[config.mk]
export PLATFORM = sky130hd
export DESIGN_NAME = padded_integer_to_ascii_top
export DESIGN_NICKNAME = d
export VERILOG_FILES = /design/src/pia_pkg.sv /design/src/pia_digit_reg.sv /design/src/padded_integer_to_ascii_top.sv
export SDC_FILE = /design/constraint.sdc
export NUM_CORES = 1
export LEC_CHECK = 0
export BUFFER_PORTS_ARGS = -buffer_cell sky130_fd_sc_hd__buf_2
export CAP_MARGIN = 20
export CORE_MARGIN = 2
export CORE_UTILIZATION = 55
export CTS_CLUSTER_SIZE = 14
export DETAILED_ROUTE_END_ITERATION = 10
export PLACE_DENSITY = 0.73
export SETUP_SLACK_MARGIN = 0.05
export SYNTH_ARGS = -nofsm -noshare
export SYNTH_HDL_FRONTEND = slang
export SYNTH_HIERARCHICAL = 1
export SYNTH_SLANG_ARGS = --single-unit
[constraint.sdc]
create_clock -name clk -period 9 [get_ports clk]
set_clock_uncertainty 0.05 [all_clocks]
set_input_delay 0 -clock clk [delete_from_list [all_inputs] [get_ports clk]]
set_output_delay 0 -clock clk [all_outputs]
set_load 0.05 [all_outputs]
[src/pia_pkg.sv]
// shared types, codes and helpers for the padded integer to ascii converter
// no dependencies
package pia_pkg;

  localparam int VALUE_W = 64;
  localparam int BIT_CNT_W = $clog2(VALUE_W);
  // octal needs the most digits: ceil(64 / 3)
  localparam int NDIG = 22;
  localparam int DIG_W = 4;
  localparam int SCNT_W = $clog2(NDIG);

  localparam logic [2:0] KIND_SDEC = 3'd0;
  localparam logic [2:0] KIND_UDEC = 3'd1;
  localparam logic [2:0] KIND_HEXL = 3'd2;
  localparam logic [2:0] KIND_HEXU = 3'd3;
  localparam logic [2:0] KIND_OCT = 3'd4;
  localparam logic [2:0] KIND_PTR = 3'd5;

  localparam logic [7:0] CHR_ZERO = 8'h30;
  localparam logic [7:0] CHR_SPACE = 8'h20;
  localparam logic [7:0] CHR_MINUS = 8'h2d;
  localparam logic [7:0] CHR_X = 8'h78;
  localparam logic [7:0] CHR_UPPER_A = 8'h41;
  localparam logic [7:0] CHR_LOWER_A = 8'h61;

  typedef struct packed {
    logic [2:0]  kind;
    logic [63:0] value;
    logic [5:0]  field_width;
    logic        left_just;
    logic        zero_fill;
  } num_t;

  typedef struct packed {
    logic [7:0] character;
    logic       last;
  } text_t;

  typedef enum logic [1:0] {
    RADIX_DEC = 2'd0,
    RADIX_HEX = 2'd1,
    RADIX_OCT = 2'd2
  } radix_t;

  typedef enum logic [1:0] {
    DOP_HOLD        = 2'd0,
    DOP_CLEAR       = 2'd1,
    DOP_SHIFT_BIT   = 2'd2,
    DOP_SHIFT_DIGIT = 2'd3
  } dig_op_t;

  typedef struct packed {
    dig_op_t op;
    radix_t  radix;
    logic    bit_in;
  } dig_ctl_t;

  function automatic logic [7:0] digit_char(input logic [DIG_W-1:0] d, input logic upper);
    logic [7:0] base;
    base = upper ? CHR_UPPER_A : CHR_LOWER_A;
    if (d < 4'd10) begin
      digit_char = CHR_ZERO + {4'h0, d};
    end else begin
      digit_char = base + {4'h0, d} - 8'd10;
    end
  endfunction

endpackage

[src/pia_digit_reg.sv]
// digit register: builds decimal, hex or octal digits one value bit per cycle,
// then shifts digits out from the most significant end; uses pia_pkg
module pia_digit_reg
  import pia_pkg::*;
(
  input  logic             clk,
  input  dig_ctl_t         ctl,
  output logic [DIG_W-1:0] top_digit
);

  logic [NDIG-1:0][DIG_W-1:0] dig;
  logic [NDIG-1:0][DIG_W-1:0] dig_next;
  logic [NDIG-1:0][DIG_W-1:0] shifted;

  // per-digit cell: add-3 correction for decimal, then shift one bit up the chain
  always_comb begin
    logic             cin;
    logic [DIG_W-1:0] corr;
    cin = ctl.bit_in;
    for (int i = 0; i < NDIG; i++) begin
      corr = dig[i];
      if (ctl.radix == RADIX_DEC && dig[i] >= 4'd5) begin
        corr = dig[i] + 4'd3;
      end
      if (ctl.radix == RADIX_OCT) begin
        shifted[i] = {1'b0, corr[1:0], cin};
        cin = corr[2];
      end else begin
        shifted[i] = {corr[2:0], cin};
        cin = corr[3];
      end
    end
  end

  always_comb begin
    case (ctl.op)
      DOP_HOLD:        dig_next = dig;
      DOP_CLEAR:       dig_next = '0;
      DOP_SHIFT_BIT:   dig_next = shifted;
      DOP_SHIFT_DIGIT: dig_next = {dig[NDIG-2:0], {DIG_W{1'b0}}};
      default:         dig_next = dig;
    endcase
  end

  always_ff @(posedge clk) begin
    dig <= dig_next;
  end

  assign top_digit = dig[NDIG-1];

endmodule

[src/padded_integer_to_ascii_top.sv]
// padded integer to ascii converter, printf-style integer conversions
// digits are built bit-serially, one value bit per cycle, then leading zeros are
// skipped, then characters go into the output register one per cycle while the
// receiver does not stall; a new item is taken only after the last character of
// the previous one has gone into the output register
// reset: synchronous active-high rst empties the output and returns to idle
module padded_integer_to_ascii_top
  import pia_pkg::*;
#(
  parameter int WIDTH_MAX = 63
) (
  input  logic  clk,
  input  logic  rst,
  input  logic  num_valid,
  output logic  num_stall,
  input  num_t  num,
  output logic  text_valid,
  input  logic  text_stall,
  output text_t text
);

  typedef enum logic [3:0] {
    S_IDLE = 4'b0001,
    S_CONV = 4'b0010,
    S_SCAN = 4'b0100,
    S_EMIT = 4'b1000
  } state_t;

  // order of the three text segments
  typedef enum logic [1:0] {
    ORD_PRE_PAD_DIG = 2'd0,
    ORD_PRE_DIG_PAD = 2'd1,
    ORD_PAD_PRE_DIG = 2'd2
  } order_t;

  state_t               state;
  logic [VALUE_W-1:0]   mag;
  logic [BIT_CNT_W-1:0] bcnt;
  logic [SCNT_W-1:0]    scnt;
  radix_t               radix;
  logic                 upper;
  logic                 neg;
  logic                 ptr;
  logic                 zp;
  logic [5:0]           w;
  order_t               order;
  logic [1:0]           pre_left;
  logic [5:0]           pad_left;
  logic [SCNT_W-1:0]    dig_left;
  logic [5:0]           rem;

  logic [DIG_W-1:0] top_digit;
  dig_ctl_t         dctl;

  logic              accept;
  logic              is_neg;
  logic [5:0]        w_eff;
  logic              scan_done;
  logic [SCNT_W-1:0] nd_calc;
  logic [1:0]        np_calc;
  logic [5:0]        total_calc;
  logic [5:0]        pad_calc;
  logic              emit;
  logic              sel_pre;
  logic              sel_pad;
  logic              sel_dig;
  logic [7:0]        ch;
  logic [7:0]        fill;

  assign num_stall = (state != S_IDLE);
  assign accept = num_valid && (state == S_IDLE);

  // sign, and width capped at WIDTH_MAX, taken at the accept edge
  assign is_neg = (num.kind == KIND_SDEC) && num.value[VALUE_W-1];
  assign w_eff = (num.field_width > 6'(WIDTH_MAX)) ? 6'(WIDTH_MAX) : num.field_width;

  // leading-zero skip ends on a nonzero top digit, or with one digit left
  assign scan_done = (top_digit != '0) || (scnt == SCNT_W'(NDIG - 1));
  assign nd_calc = SCNT_W'(NDIG) - scnt;
  assign np_calc = neg ? 2'd1 : (ptr ? 2'd2 : 2'd0);
  assign total_calc = 6'(nd_calc) + 6'(np_calc);
  assign pad_calc = (w > total_calc) ? (w - total_calc) : 6'd0;

  // output register free this cycle
  assign emit = (state == S_EMIT) && (!text_valid || !text_stall);

  // pick the segment the next character comes from
  always_comb begin
    sel_pre = 1'b0;
    sel_pad = 1'b0;
    case (order)
      ORD_PRE_PAD_DIG: begin
        sel_pre = (pre_left != 2'd0);
        sel_pad = !sel_pre && (pad_left != 6'd0);
      end
      ORD_PRE_DIG_PAD: begin
        sel_pre = (pre_left != 2'd0);
        sel_pad = !sel_pre && (dig_left == '0);
      end
      ORD_PAD_PRE_DIG: begin
        sel_pad = (pad_left != 6'd0);
        sel_pre = !sel_pad && (pre_left != 2'd0);
      end
      default: begin
        sel_pre = (pre_left != 2'd0);
        sel_pad = !sel_pre && (pad_left != 6'd0);
      end
    endcase
    sel_dig = !sel_pre && !sel_pad;
  end

  // zeros only between prefix and digits; trailing or leading padding is spaces
  assign fill = (order == ORD_PRE_PAD_DIG && zp) ? CHR_ZERO : CHR_SPACE;

  always_comb begin
    if (sel_pre) begin
      if (neg) begin
        ch = CHR_MINUS;
      end else if (pre_left == 2'd2) begin
        ch = CHR_ZERO;
      end else begin
        ch = CHR_X;
      end
    end else if (sel_pad) begin
      ch = fill;
    end else begin
      ch = digit_char(top_digit, upper);
    end
  end

  // digit register control
  always_comb begin
    dctl.radix = radix;
    dctl.bit_in = mag[VALUE_W-1];
    dctl.op = DOP_HOLD;
    case (state)
      S_IDLE: if (accept) dctl.op = DOP_CLEAR;
      S_CONV: dctl.op = DOP_SHIFT_BIT;
      S_SCAN: if (!scan_done) dctl.op = DOP_SHIFT_DIGIT;
      S_EMIT: if (emit && sel_dig) dctl.op = DOP_SHIFT_DIGIT;
      default: dctl.op = DOP_HOLD;
    endcase
  end

  pia_digit_reg u_digits (
    .clk       (clk),
    .ctl       (dctl),
    .top_digit (top_digit)
  );

  // control state
  always_ff @(posedge clk) begin
    if (rst) begin
      state <= S_IDLE;
      text_valid <= 1'b0;
    end else begin
      case (state)
        S_IDLE: begin
          // unused kinds are taken and dropped
          if (accept && num.kind <= KIND_PTR) state <= S_CONV;
        end
        S_CONV: if (bcnt == BIT_CNT_W'(VALUE_W - 1)) state <= S_SCAN;
        S_SCAN: if (scan_done) state <= S_EMIT;
        S_EMIT: if (emit && rem == 6'd1) state <= S_IDLE;
        default: state <= S_IDLE;
      endcase
      if (emit) begin
        text_valid <= 1'b1;
      end else if (!text_stall) begin
        text_valid <= 1'b0;
      end
    end
  end

  // item payload, counters and output register
  always_ff @(posedge clk) begin
    case (state)
      S_IDLE: begin
        if (accept) begin
          mag <= is_neg ? (~num.value + 64'd1) : num.value;
          bcnt <= '0;
          neg <= is_neg;
          ptr <= (num.kind == KIND_PTR);
          upper <= (num.kind == KIND_HEXU);
          zp <= num.zero_fill;
          w <= w_eff;
          if (num.kind == KIND_SDEC || num.kind == KIND_UDEC) begin
            radix <= RADIX_DEC;
          end else if (num.kind == KIND_OCT) begin
            radix <= RADIX_OCT;
          end else begin
            radix <= RADIX_HEX;
          end
          if (num.kind == KIND_PTR || (!num.left_just && num.zero_fill)) begin
            order <= ORD_PRE_PAD_DIG;
          end else if (num.left_just) begin
            order <= ORD_PRE_DIG_PAD;
          end else begin
            order <= ORD_PAD_PRE_DIG;
          end
        end
      end
      S_CONV: begin
        mag <= {mag[VALUE_W-2:0], 1'b0};
        bcnt <= bcnt + 1'b1;
        scnt <= '0;
      end
      S_SCAN: begin
        if (scan_done) begin
          dig_left <= nd_calc;
          pre_left <= np_calc;
          pad_left <= pad_calc;
          rem <= pad_calc + total_calc;
        end else begin
          scnt <= scnt + 1'b1;
        end
      end
      S_EMIT: begin
        if (emit) begin
          rem <= rem - 6'd1;
          if (sel_pre) pre_left <= pre_left - 2'd1;
          if (sel_pad) pad_left <= pad_left - 6'd1;
          if (sel_dig) dig_left <= dig_left - 1'b1;
        end
      end
      default: begin
      end
    endcase
    if (emit) begin
      text.character <= ch;
      text.last <= (rem == 6'd1);
    end
  end

endmodule

==> impl_metrics.py <==
metrics = {
    "outcome": {
        "status": "completed",
    },
    "sta": {
        "period_share_pct": 57.2,
        "finalSetupViolCount": 0,
        "rsz0062_at_grt": "no",
        "hold_viol": 0,
        "layout_setup_ws_ns": 3.85,
        "finalCriticalPeriod_ns": 5.15,
        "max_freq_mhz": 194,
        "tightest_slew_ns": 1.11,
        "tns_ns": 0,
        "drv_slew": 0,
        "relSlewSlack_pct": 26.3,
        "whs_ns": 0.141,
    },
    "yosys": {
        "synth_nets": 1626,
        "ys_seq_area_share_pct": 44.2,
        "synthFlopType": "edfxtp_1",
        "synthArstFlopShare_pct": 0,
        "ys_warn_count": 6,
        "synthCells": 1478,
        "syn_avg_cell_area_sq_um": 9.53,
        "mappedNetlistArea_sq_mm": 0.0141,
        "synth_edf_count": 204,
        "synth_cell_types": 76,
        "ys_ff_latch": 209,
    },
    "finish": {
        "ff_latch_area_sq_mm": 0.00623,
        "n_antenna_cell": 0,
        "drive_gt1_share_pct": 10.8,
        "area_growth_pct": 17.3,
        "multiInputGateArea_sq_mm": 0.00719,
        "fin_cells": 1975,
        "stdcell_area_sq_mm": 0.0165,
        "finalCoreUtilization_pct": 65.6,
        "num-nets-final": 1774,
        "nFillCells": 1945,
    },
    "routing": {
        "drt_iter0_drc": 1068,
        "postRouteWirelength_microns": 34000,
        "drc": 0,
        "viasPerCell": 5.97,
        "drt.antenna.violating_nets": 0,
        "routedWlPerCell_microns": 17.2,
        "dr.pass1.iters": 7,
        "vias": 11798,
    },
    "global_routing": {
        "gr-usage-all-layers_pct": 25.2,
        "grt_max_degree": 126,
        "antenna_found_initial": 0,
        "met3_usage_pct": 3.71,
        "top_usage_layer": "met2",
        "grt_use_met2_pct": 41.9,
        "grt_pass1_vias": 11498,
        "use_met1_pct": 34.5,
        "grt_pass1_wl_microns": 55600,
        "grt-ovfl-total": 0,
    },
    "cts": {
        "h-tree-depth": 1,
        "postCtsSetupBuffers": 0,
        "clock_path_buffers": 3,
        "clock-sinks": 209,
        "post_cts_resized": 0,
        "cts.reportedPaths.clkPinSlew_ns": 0.06,
        "numCtsBuffers": 25,
        "cts_hold_buf": 95,
        "clk-insertion-delay-late_ns": 0.53,
        "root_buffer": "clkbuf_16",
        "cts_tree": "done",
    },
    "power": {
        "p_leak_nw": 6.16,
        "ir_drop_mv": 0.171,
        "p_total_mw": 4.69,
        "pwr_density_cell_mw_per_mm2": 284,
    },
    "setup_path": {
        "path_cells": "ha_1 > inv_1 > fa_1 > xor2_1 > inv_1 > ha_1 > nor2b_1 > o21a_1 > nor3_1 > o311a_1 > or2_1 > nor3_1 > ha_1 > and4_1 > a211oi_1 > o22ai_1 > xnor2_1 > a21oi_1",
        "critPathLaunchType": "flop",
        "cp-end-kind": "flop",
        "arrival_ns": 5.38,
        "critPathRequiredTime_ns": 9.23,
        "crit_top_cell": "ha_1",
        "slowest_stage": "edfxtp_1",
        "slowest_delay_ns": 0.51,
        "path_class": "reg2reg",
        "path_max_fanout": 9,
    },
    "placed_design": {
        "placedCellCount": 1833,
        "io_buffer_count": 88,
        "routabilityCongestion": 0.886,
        "post_dp_cell_area_sq_mm": 0.0147,
        "place_worst_setup_slack_ns": 3.93,
        "dpl.hpwl_microns": 20800,
    },
    "floorplanning": {
        "fp-row-count": 58,
        "die_h_microns": 164,
        "initial_utilization_pct": 55.9,
        "dieWidth_microns": 164,
        "die_area_sq_mm": 0.0269,
        "ios": 90,
        "core_sq_mm": 0.0252,
    },
    "worst_hold_path": {
        "min_path_type": "in2reg",
    },
    "run": {
        "maxCapViolations": 0,
    },
}
==> power by group <==
group	internal [mW]	total, mW	leakage [nW]	switching [mW]
clock	0.591	0.983	0.398	0.393
sequential	1.59	1.88	2.00	0.296
combinational	0.684	1.83	3.76	1.14
==> logic make-up after synthesis <==
family / Yosys count / synth area share [%]
AOI/OAI and AO/OA: 432 / 19.0
xor gates and xnor gates: 108 / 6.72
adders and majority gates: 71 / 6.43
buffers and inverters: 170 / 4.89
DFF: 209 / 44.2
muxes: 25 / 1.78
other: 1 / 0.0266
and+or+nand+nor: 462 / 16.9
==> placed cells by master (no fill, tap or decap), types with 7 or more instances in the layout <==
| cell type | instances |
|---|---|
| buf_2 | 88 |
| or4_1 | 7 |
| mux2i_1 | 25 |
| o311ai_0 | 14 |
| o22ai_1 | 12 |
| nand3_1 | 28 |
| or2_2 | 10 |
| nor3_1 | 27 |
| nand4b_1 | 7 |
| nand3b_1 | 11 |
| o31ai_1 | 13 |
| o311ai_1 | 7 |
| a221o_1 | 8 |
| a21o_1 | 22 |
| o21ai_1 | 12 |
| a31oi_1 | 11 |
| nor3b_1 | 22 |
| a311o_1 | 9 |
| nand2_1 | 146 |
| clkbuf_16 | 25 |
| nor2b_1 | 30 |
| o21ai_0 | 172 |
| a21oi_1 | 104 |
| or3_1 | 11 |
| xor2_1 | 44 |
| nor4_1 | 16 |
| ha_1 | 66 |
| nor2_1 | 103 |
| edfxtp_1 | 204 |
| dlygate4sd3_1 | 95 |
| xnor2_1 | 64 |
| inv_1 | 91 |
| buf_4 | 14 |
| a211o_1 | 11 |
==> flip-flops by register name, indices dropped and copies added (netlist names), 2 cells and up <==
register,cells
u_digits/dig,84
mag,64
text,8
bcnt,6
pad_left,6
rem,6
w,6
dig_left,5
scnt,5
state,4
u_digits/top_digit,4
order,2
pre_left,2
radix,2
==> layout make-up <==
class                      count  area share, %
clock buffer                  33           4.15
clock inverter                13          0.689
inverter                      92           2.09
multi-input combinational   1099           43.5
sequential                   209           37.7
tap                          330           2.50
timing repair buffer         199           9.32
==> critical path: cells and delay by family, from the launching register on <==
kind	cells	cell delay, ns
AO/OA/AOI/OAI	5	0.98
XOR/XNOR	2	0.44
adder cells (fa/ha/maj)	4	1.59
buffers and inverters	2	0.15
flip-flops	1	0.51
AND/OR/NAND/NOR	5	1.17
==> worst paths after layout <==
kind	from	endpoint	slack (ns)	cells after the start
worst max register to register	scnt[0]	rem[5]	3.85	18
worst min-delay path	num[3]	w[1]	0.14	2
worst min register to register	mag[7]	mag[8]	0.47	2
worst max-delay path	scnt[0]	rem[5]	3.85	18
==> cells in the mapped netlist (10+ instances only) <==
library cell / number / area (sq um)
nor4_1: 16 / 100
xnor2_1: 64 / 561
o21ai_0: 172 / 861
edfxtp_1: 204 / 6130
a21oi_1: 104 / 521
o31ai_1: 13 / 97.6
a211o_1: 11 / 96.3
o22ai_1: 12 / 75.1
mux2i_1: 25 / 250
nor3_1: 27 / 135
a31oi_1: 11 / 68.8
inv_1: 91 / 342
nand3b_1: 11 / 82.6
nor2b_1: 31 / 194
o21ai_1: 12 / 60.1
nor3b_1: 22 / 165
clkbuf_1: 59 / 221
nor2_1: 104 / 390
or3_1: 11 / 68.8
nand2_1: 147 / 552
or2_2: 10 / 62.6
ha_1: 66 / 826
o311ai_0: 14 / 123
xor2_1: 44 / 385
nand3_1: 28 / 140
a21o_1: 22 / 165
==> routing by layer <==
layer,vias to the layer above,part of all wire [%]
met1,5590,44
met3,80,6.5
met2,441,47
li1,5687,-
met5,-,0
met4,0,2.1
(Power assumes the default switching activity.)
